[src/sv/mbss_pkg.sv]
// Shared types and constants for the masked byte signature scan.
// No dependencies; imported by every RTL module of the block.
`timescale 1ns / 1ps

package mbss_pkg;

  localparam int LOC_W     = 26;
  localparam int DELTA_W   = 16;
  localparam int LEN_W     = 6;
  localparam int ENTRY_W   = 5;
  localparam int CFG_IDX_W = 1;

  typedef enum logic [CFG_IDX_W-1:0] {
    CFG_PATTERN_LENGTH = 1'b0,
    CFG_RESULT_DELTA   = 1'b1
  } cfg_reg_t;

  typedef enum logic {
    CMD_LOAD = 1'b0,
    CMD_SCAN = 1'b1
  } cmd_t;

  // Pending scan byte between the window stage and the result stage.
  typedef struct packed {
    logic valid;
    logic last;
  } scan_ctl_t;

  // Outcome of the window compare for the pending byte.
  typedef struct packed {
    logic             hit;
    logic [LOC_W-1:0] location;
  } match_res_t;

endpackage

[src/sv/mbss_sig_store.sv]
// Signature entry store: mask and value per entry, written by load commands.
// Depends on mbss_pkg.
`timescale 1ns / 1ps

module mbss_sig_store #(
  parameter int PATTERN_MAX = 32
) (
  input  logic                        clk,
  input  logic                        load,
  input  logic [mbss_pkg::ENTRY_W-1:0] entry_index,
  input  logic [7:0]                  entry_mask,
  input  logic [7:0]                  entry_value,
  output logic [7:0]                  sig_masks [PATTERN_MAX],
  output logic [7:0]                  sig_values [PATTERN_MAX]
);
  import mbss_pkg::*;

  localparam int IW = (PATTERN_MAX > 1) ? $clog2(PATTERN_MAX) : 1;

  logic          in_range;
  logic [IW-1:0] wr_idx;

  assign in_range = 32'(entry_index) < PATTERN_MAX;
  assign wr_idx   = IW'(entry_index);

  // Drop loads to entries beyond the store.
  always_ff @(posedge clk) begin
    if (load && in_range) begin
      sig_masks[wr_idx]  <= entry_mask;
      sig_values[wr_idx] <= entry_value;
    end
  end

endmodule

[src/sv/mbss_front.sv]
// Window stage: byte shift window, buffer position count and the pending
// scan byte handed to the compare. Depends on mbss_pkg.
`timescale 1ns / 1ps

module mbss_front #(
  parameter int PATTERN_MAX   = 32,
  parameter int POSITION_BITS = 24
) (
  input  logic                     clk,
  input  logic                     rst,
  input  logic                     scan_take,
  input  logic                     advance,
  input  logic [7:0]               data_byte,
  input  logic                     last_byte,
  output logic [7:0]               window [PATTERN_MAX],
  output logic [POSITION_BITS-1:0] pos,
  output mbss_pkg::scan_ctl_t      pend
);
  import mbss_pkg::*;

  logic [POSITION_BITS-1:0] bytes_seen;

  always_ff @(posedge clk) begin
    if (scan_take) begin
      window[0] <= data_byte;
      for (int k = 1; k < PATTERN_MAX; k++) begin
        window[k] <= window[k-1];
      end
      pos <= bytes_seen;
    end
  end

  always_ff @(posedge clk) begin
    if (rst) begin
      bytes_seen <= '0;
      pend       <= '0;
    end else begin
      if (scan_take) begin
        // Restart the count after the buffer's last byte; saturate otherwise.
        if (last_byte) begin
          bytes_seen <= '0;
        end else if (bytes_seen != '1) begin
          bytes_seen <= bytes_seen + POSITION_BITS'(1);
        end
        pend.valid <= 1'b1;
        pend.last  <= last_byte;
      end else if (advance) begin
        pend.valid <= 1'b0;
      end
    end
  end

endmodule

[src/sv/mbss_match.sv]
// Parallel window compare and location arithmetic for the pending byte.
// Depends on mbss_pkg.
`timescale 1ns / 1ps

module mbss_match #(
  parameter int PATTERN_MAX   = 32,
  parameter int POSITION_BITS = 24
) (
  input  logic [7:0]                      window [PATTERN_MAX],
  input  logic [7:0]                      sig_masks [PATTERN_MAX],
  input  logic [7:0]                      sig_values [PATTERN_MAX],
  input  logic [mbss_pkg::LEN_W-1:0]      pattern_length,
  input  logic signed [mbss_pkg::DELTA_W-1:0] result_delta,
  input  logic [POSITION_BITS-1:0]        pos,
  output mbss_pkg::match_res_t            res
);
  import mbss_pkg::*;

  localparam int IW  = (PATTERN_MAX > 1) ? $clog2(PATTERN_MAX) : 1;
  localparam int LW  = $clog2(PATTERN_MAX + 1) > 0 ? $clog2(PATTERN_MAX + 1) : 1;
  localparam int AW  = (POSITION_BITS > LOC_W) ? POSITION_BITS : LOC_W;
  localparam int PW1 = POSITION_BITS + 1;

  logic [LW-1:0]          len;
  logic [PATTERN_MAX-1:0] lane_ok;
  logic                   reach;
  logic [AW-1:0]          start;
  logic [AW-1:0]          loc_full;

  // Saturate the length at the store depth.
  assign len = (32'(pattern_length) > PATTERN_MAX) ? LW'(PATTERN_MAX)
                                                   : LW'(pattern_length);

  // Entry j lines up with the byte len-1-j positions before the newest one.
  for (genvar j = 0; j < PATTERN_MAX; j++) begin : g_lane
    logic [LW-1:0] sel;
    assign sel        = len - LW'(j + 1);
    assign lane_ok[j] = (LW'(j) >= len) ||
                        ((window[sel[IW-1:0]] & sig_masks[j]) == sig_values[j]);
  end

  assign reach = (PW1'(pos) + PW1'(1)) >= PW1'(len);

  assign start    = (len == '0) ? AW'(pos) : AW'(pos) + AW'(1) - AW'(len);
  assign loc_full = start + AW'(result_delta);

  assign res.hit      = reach && (&lane_ok);
  assign res.location = loc_full[LOC_W-1:0];

endmodule

[src/sv/masked_byte_signature_scan_top.sv]
// Masked byte signature scan: one stream byte or load per cycle while the result
// side keeps taking transfers; an accepted scan byte enters the window and the
// pending-byte register, the window compare sits between that register and the
// result register, and the result is presented from the result register.
// Synchronous active-high reset: pattern_length 1, result_delta 0, buffer
// position and match flag cleared; signature entries stay unknown until loaded.
`timescale 1ns / 1ps

module masked_byte_signature_scan_top #(
  parameter int PATTERN_MAX   = 32,
  parameter int POSITION_BITS = 24
) (
  input  logic                              clk,
  input  logic                              rst,
  input  logic                              item_valid,
  output logic                              item_stall,
  input  logic                              command,
  input  logic [mbss_pkg::ENTRY_W-1:0]      entry_index,
  input  logic [7:0]                        entry_mask,
  input  logic [7:0]                        entry_value,
  input  logic [7:0]                        data_byte,
  input  logic                              last_byte,
  output logic                              result_valid,
  input  logic                              result_stall,
  output logic                              found,
  output logic signed [mbss_pkg::LOC_W-1:0] location,
  input  logic                              cfg_valid,
  output logic                              cfg_ready,
  input  logic [mbss_pkg::CFG_IDX_W-1:0]    cfg_index,
  input  logic [mbss_pkg::DELTA_W-1:0]      cfg_data
);
  import mbss_pkg::*;

  logic [LEN_W-1:0]          pattern_length;
  logic signed [DELTA_W-1:0] result_delta;
  logic                      scan_done;

  logic                      take;
  logic                      scan_take;
  logic                      load;
  logic                      out_free;
  logic                      advance;
  logic                      emit;
  logic                      emit_found;

  logic [7:0]                window [PATTERN_MAX];
  logic [7:0]                sig_masks [PATTERN_MAX];
  logic [7:0]                sig_values [PATTERN_MAX];
  logic [POSITION_BITS-1:0]  pos;
  scan_ctl_t                 pend;
  match_res_t                res;

  assign out_free   = !result_valid || !result_stall;
  assign advance    = pend.valid && out_free;
  assign item_stall = pend.valid && !out_free;
  assign take       = item_valid && !item_stall;
  assign scan_take  = take && (command == CMD_SCAN);
  assign load       = take && (command == CMD_LOAD);
  assign cfg_ready  = 1'b1;

  always_ff @(posedge clk) begin
    if (rst) begin
      pattern_length <= LEN_W'(1);
      result_delta   <= '0;
    end else if (cfg_valid && cfg_ready) begin
      case (cfg_index)
        CFG_PATTERN_LENGTH: pattern_length <= cfg_data[LEN_W-1:0];
        CFG_RESULT_DELTA:   result_delta   <= cfg_data;
        default: ;
      endcase
    end
  end

  mbss_sig_store #(
    .PATTERN_MAX(PATTERN_MAX)
  ) u_sig (
    .clk        (clk),
    .load       (load),
    .entry_index(entry_index),
    .entry_mask (entry_mask),
    .entry_value(entry_value),
    .sig_masks  (sig_masks),
    .sig_values (sig_values)
  );

  mbss_front #(
    .PATTERN_MAX  (PATTERN_MAX),
    .POSITION_BITS(POSITION_BITS)
  ) u_front (
    .clk      (clk),
    .rst      (rst),
    .scan_take(scan_take),
    .advance  (advance),
    .data_byte(data_byte),
    .last_byte(last_byte),
    .window   (window),
    .pos      (pos),
    .pend     (pend)
  );

  mbss_match #(
    .PATTERN_MAX  (PATTERN_MAX),
    .POSITION_BITS(POSITION_BITS)
  ) u_match (
    .window        (window),
    .sig_masks     (sig_masks),
    .sig_values    (sig_values),
    .pattern_length(pattern_length),
    .result_delta  (result_delta),
    .pos           (pos),
    .res           (res)
  );

  // Report the first hit of a buffer, or a miss at its last byte.
  assign emit_found = !scan_done && res.hit;
  assign emit       = emit_found || (!scan_done && pend.last);

  always_ff @(posedge clk) begin
    if (rst) begin
      scan_done    <= 1'b0;
      result_valid <= 1'b0;
    end else begin
      if (advance) begin
        result_valid <= emit;
        if (pend.last) begin
          scan_done <= 1'b0;
        end else if (emit_found) begin
          scan_done <= 1'b1;
        end
      end else if (!result_stall) begin
        result_valid <= 1'b0;
      end
    end
  end

  always_ff @(posedge clk) begin
    if (advance && emit) begin
      found    <= emit_found;
      location <= emit_found ? res.location : '0;
    end
  end

endmodule

[config.mk]
export PLATFORM = sky130hd
export DESIGN_NAME = masked_byte_signature_scan_top
export DESIGN_NICKNAME = d
export VERILOG_FILES = /design/src/sv/mbss_pkg.sv /design/src/sv/mbss_sig_store.sv /design/src/sv/mbss_front.sv /design/src/sv/mbss_match.sv /design/src/sv/masked_byte_signature_scan_top.sv
export SDC_FILE = /design/constraint.sdc
export NUM_CORES = 2
export LEC_CHECK = 0
export BUFFER_PORTS_ARGS = -buffer_cell sky130_fd_sc_hd__buf_2
export CORE_ASPECT_RATIO = 1.1
export CORE_MARGIN = 3
export CORE_UTILIZATION = 28
export CTS_CLUSTER_DIAMETER = 30
export DETAILED_ROUTE_END_ITERATION = 16
export PLACE_DENSITY = 0.52
export SYNTH_ARGS = -nofsm -noshare
export SYNTH_HDL_FRONTEND = slang
export SYNTH_SLANG_ARGS = --single-unit
[constraint.sdc]
create_clock -name clk -period 9.85 [get_ports clk]
set_input_delay 0.985 -clock clk [delete_from_list [all_inputs] [get_ports clk]]
set_output_delay 0.985 -clock clk [all_outputs]
set_load 0.005 [all_outputs]
==> results.md <==
- The run finished, with violations left.
- The checks that failed: max-capacitance violations.
- Counting the buffers created by CTS gives 207.
- Counting flops with an async set or reset pin after synthesis yields a share of 0%.
- The H-tree was split into 4 levels.
- Once the floorplan was initialized, standard cells occupied 28.3% of the core.
- Setup slack on the worst reg-to-reg path comes out at 1.76 ns.
- The worst setup path is launched from a flip-flop.
- The via count of the first global-routing pass was 48500.
- The first-pass detailed-route iteration total is 8.
- The global-route usage over all layers is 25.4%.
- The max-slew violation count is 0.
- From synthesis to final layout, the design area changed by 19.1%.
- The routed layout has 51200 vias.
- Summed over all layers, the global routing overflow is 0.
- The largest net degree at the start of global routing is 154.
- In this run the critical register-to-register path is captured at location[24].
- The post-synthesis cell count is 5522.
- The number of cells on the worst reg-to-reg path is 18.
- The share of total power dissipated in the clock network is 48.8%.
- The initial antenna violation count is 35.
- Dividing the detail-routed via count by the number of cells gives 5.93.
- The switching power summed over all nets is 4.63 mW.
- The row count is 177.
- In this run switching power makes up 31.6% of total power.
- Adding up every negative setup slack in the final design gives 0 ns.
- The number of distinct standard cells referenced by the synthesized netlist is 97.
- The die is 448 microns wide.
- The clock tree root driver cell is sky130_fd_sc_hd__clkbuf_16.
- The longest clock path from root to sink contains 3 buffers.
- The top cell type by area accounts for 41.0% of the synthesized area.
- In this run the worst path has a maximum fanout of 26.
- The clock input transition at the sequential cells of the worst setup and hold paths is 0.05 ns.
- For the worst-skew pair, the clock arrives at the later sink with an insertion delay of 0.89 ns.
- The layout filler cell count is 21000.
- The period utilization is 82.1%.
- The detail route stage leaves a number of antenna-violating nets equal to 0.
- Combinational cells account for 22.3% of the total power.
- The final hold violation count is 0.
- The path class of the tightest hold or removal check is in2reg.
- The routed length per placed instance is 33.2 microns.
- The total wire length is 287 mm.
- The mean cell area of the mapped netlist is 10.9 sq um.
- The die is 492 microns tall.
- The critical path is of the reg2reg type.
- Clock tree synthesis found a total of 869 sinks.
- VDD sags by at most 0.136 mV.
- The worst setup skew after layout is 0.100 ns.
- The wire length of the first global-routing pass is 394 mm.
- In this run the cell area of the synthesized design comes to 60100 sq um.
- The startpoint identified for the worst register-to-register timing path is pattern_length[5].
- For this design the top-level I/O count stands at 83.
- For this run, the number of Yosys warnings is 0.
- The part of the total power dissipated in sequential elements is 28.9%.
- Synthesis produced a netlist with a net count of 5672.
- Detailed placement finished with a half-perimeter wire length of 209 mm.
- Setup repair after global routing left no endpoint under its margin.
- The arrival time of data at the critical path endpoint is 8.79 ns.
- For the pin with the worst max-slew slack, the measured transition is 1.45 ns.
- The most critical setup path has its endpoint at location[24].
- The core region area is 212000 sq um.
- The worst setup path is captured at a flip-flop.
- Sequential cells were found to cover 42.6% of the synthesized design area.
- Summed over all cells, the static leakage comes to 25.5 nW.
- The number of flops mapped to enable cells by yosys is 819.
- The cell type with the highest aggregate area in the netlist is sky130_fd_sc_hd__edfxtp_1.
- Setup violations remaining at the end of the flow were counted as 0.
- The post-synthesis register bit count is 869.
- Cells fill 33.7% of the core in the end.
- The die covers 220000 sq um.
- The power per unit of standard cell area is 205 nW/um^2.
- The net total in the final layout is 5801.
- Of the cells placed in the final design, the portion with a size suffix greater than 1 is 21.2%.
- After clock tree synthesis, the repair step resized 0 gates.
- The hold buffer count at CTS is 0.
- The time the worst path needs with I/O delays and setup is 8.09 ns.
- In the synthesized netlist the dominant register cell turns out to be sky130_fd_sc_hd__edfxtp_1.
- Routability-driven placement finished with a final weighted congestion of 1.06.
- The timing-limited maximum frequency is 124 MHz.
- By instance count, the leading cell after synthesis is sky130_fd_sc_hd__edfxtp_1.
- By area the synthesized netlist is led by sky130_fd_sc_hd__edfxtp_1, sky130_fd_sc_hd__mux4_2, sky130_fd_sc_hd__mux2i_1.
- The number of remaining DRC errors is 0.
- The internal power of the cells totals 10.0 mW.
- The clock tree from TritonCTS is yes.
- For the worst setup path, the data required time is 10.55 ns.
- The detailed router finished its first iteration with 6289 violations.
- The max-cap violation count is 1.
- The number of post-CTS setup repair buffers is 0.
- In this run the worst setup path begins at pattern_length[5].
- Sorting the synthesized cells by how often they occur yields sky130_fd_sc_hd__edfxtp_1, sky130_fd_sc_hd__nor2_1, sky130_fd_sc_hd__nand2_1.
- The max-slew headroom at the worst pin is 0.478%.
- The count of port buffers added during placement is 81.
worst max-delay path: stages (launching register included):
cell and delay, ns:
sky130_fd_sc_hd__dfxtp_2 0.52, sky130_fd_sc_hd__nor2b_4 0.13, sky130_fd_sc_hd__inv_2 0.09, sky130_fd_sc_hd__buf_4 0.43, sky130_fd_sc_hd__ha_1 0.82, sky130_fd_sc_hd__nand2_1 0.70
sky130_fd_sc_hd__xnor2_2 1.06, sky130_fd_sc_hd__buf_4 0.32, sky130_fd_sc_hd__nor2_1 0.06, sky130_fd_sc_hd__o32ai_1 0.46, sky130_fd_sc_hd__xnor2_1 0.17, sky130_fd_sc_hd__nand4_1 0.18
sky130_fd_sc_hd__nor4_1 0.75, sky130_fd_sc_hd__nand2_1 0.10, sky130_fd_sc_hd__a2111o_1 0.45, sky130_fd_sc_hd__nand4b_1 0.26, sky130_fd_sc_hd__or3_1 0.87, sky130_fd_sc_hd__inv_2 0.25
sky130_fd_sc_hd__o311a_1 0.18
logic make-up after synthesis:
kind of cell | Yosys count | synth area share (%)
and+or+nand+nor | 1628 | 12.7
muxes | 858 | 20.1
adders and majority gates | 97 | 2.05
DFF | 869 | 42.6
other | 1 | 0.00624
AOI/OAI and AO/OA | 1297 | 14.6
xor gates and xnor gates | 272 | 4.00
buffers and inverters | 500 | 3.86
through the flow:
stage                     setup WS, ns  std cells  instance area (sq um)  total power [mW]  hold WS [ns]
after global routing              1.46       8609                  71500              15.1         0.271
after floorplan                   2.00       5522                  60100              6.24         0.432
after global placement            2.02       8216                  64100              7.46         0.449
final                             1.76       8631                  71500              14.7         0.288
after CTS                         1.79       8608                  71400              14.7         0.238
after detailed placement          1.85       8216                  64100              7.48         0.452
registers in the layout (all words and copies together) (netlist names), 6 cells and up:
register            cells
u_sig.sig_values      256
u_front.pos            24
pattern_length          6
result_delta           16
u_front.window        256
location               26
u_sig.sig_masks       256
u_front.bytes_seen     24
cell usage in the layout, fill, tap and decap left out, types with 60 or more instances in the layout:
master                      instances
sky130_fd_sc_hd__mux2_2           263
sky130_fd_sc_hd__nand3_1           96
sky130_fd_sc_hd__o21ai_0          265
sky130_fd_sc_hd__buf_2             80
sky130_fd_sc_hd__o22ai_1          162
sky130_fd_sc_hd__clkbuf_16        208
sky130_fd_sc_hd__inv_1            133
sky130_fd_sc_hd__nor2_1           484
sky130_fd_sc_hd__mux4_2           252
sky130_fd_sc_hd__nand2b_1          68
sky130_fd_sc_hd__a21oi_1          223
sky130_fd_sc_hd__nand2_1          464
sky130_fd_sc_hd__xor2_1            88
sky130_fd_sc_hd__buf_4            186
sky130_fd_sc_hd__ha_1              94
sky130_fd_sc_hd__edfxtp_1         819
sky130_fd_sc_hd__o211ai_1          60
sky130_fd_sc_hd__xnor2_1          168
sky130_fd_sc_hd__nor3_1           132
sky130_fd_sc_hd__mux2i_1          321
power by group through the flow:
stage / clock network (mW) / registers (mW) / logic (mW)
3_5_place_dp: 0 / 4.29 / 3.18
3_3_place_gp: 0 / 4.29 / 3.17
4_1_cts: 7.23 / 4.23 / 3.20
6_report: 7.15 / 4.23 / 3.26
5_1_grt: 7.44 / 4.23 / 3.41
2_1_floorplan: 0 / 4.24 / 2.00
layer usage:
metal,track usage (%),vias up,part of all wire [%]
li1,-,21700,-
met1,32.2,25900,39
met2,39.3,2855,45
met3,6.65,633,9.3
met4,13.7,24,6.1
met5,0,-,0.10
layout make-up:
cell class                      instances  area [sq um]  area share, %
Antenna cell                           23          57.6         0.0805
Clock buffer                          227          5310           7.42
Clock inverter                        165          2060           2.88
Inverter                              143           552          0.772
Multi-Input combinational cell       4153         32400           45.4
Sequential cell                       869         25600           35.8
Tap cell                             2774          3470           4.85
Timing Repair Buffer                  277          2020           2.82
worst min path at each step:
stage                          startpoint             endpoint  slack, ns  depth (start not counted)
global placement          result_delta[0]      result_delta[0]       0.45                          2
floorplan           u_front.bytes_seen[4]       u_front.pos[4]       0.43                          0
finish                       data_byte[2]  u_front.window[250]       0.29                          1
global route                 data_byte[0]  u_front.window[248]       0.27                          1
CTS                          data_byte[2]  u_front.window[250]       0.24                          1
detailed placement       result_delta[13]     result_delta[13]       0.45                          2
Note: power is estimated with default switching activity, not from simulation.
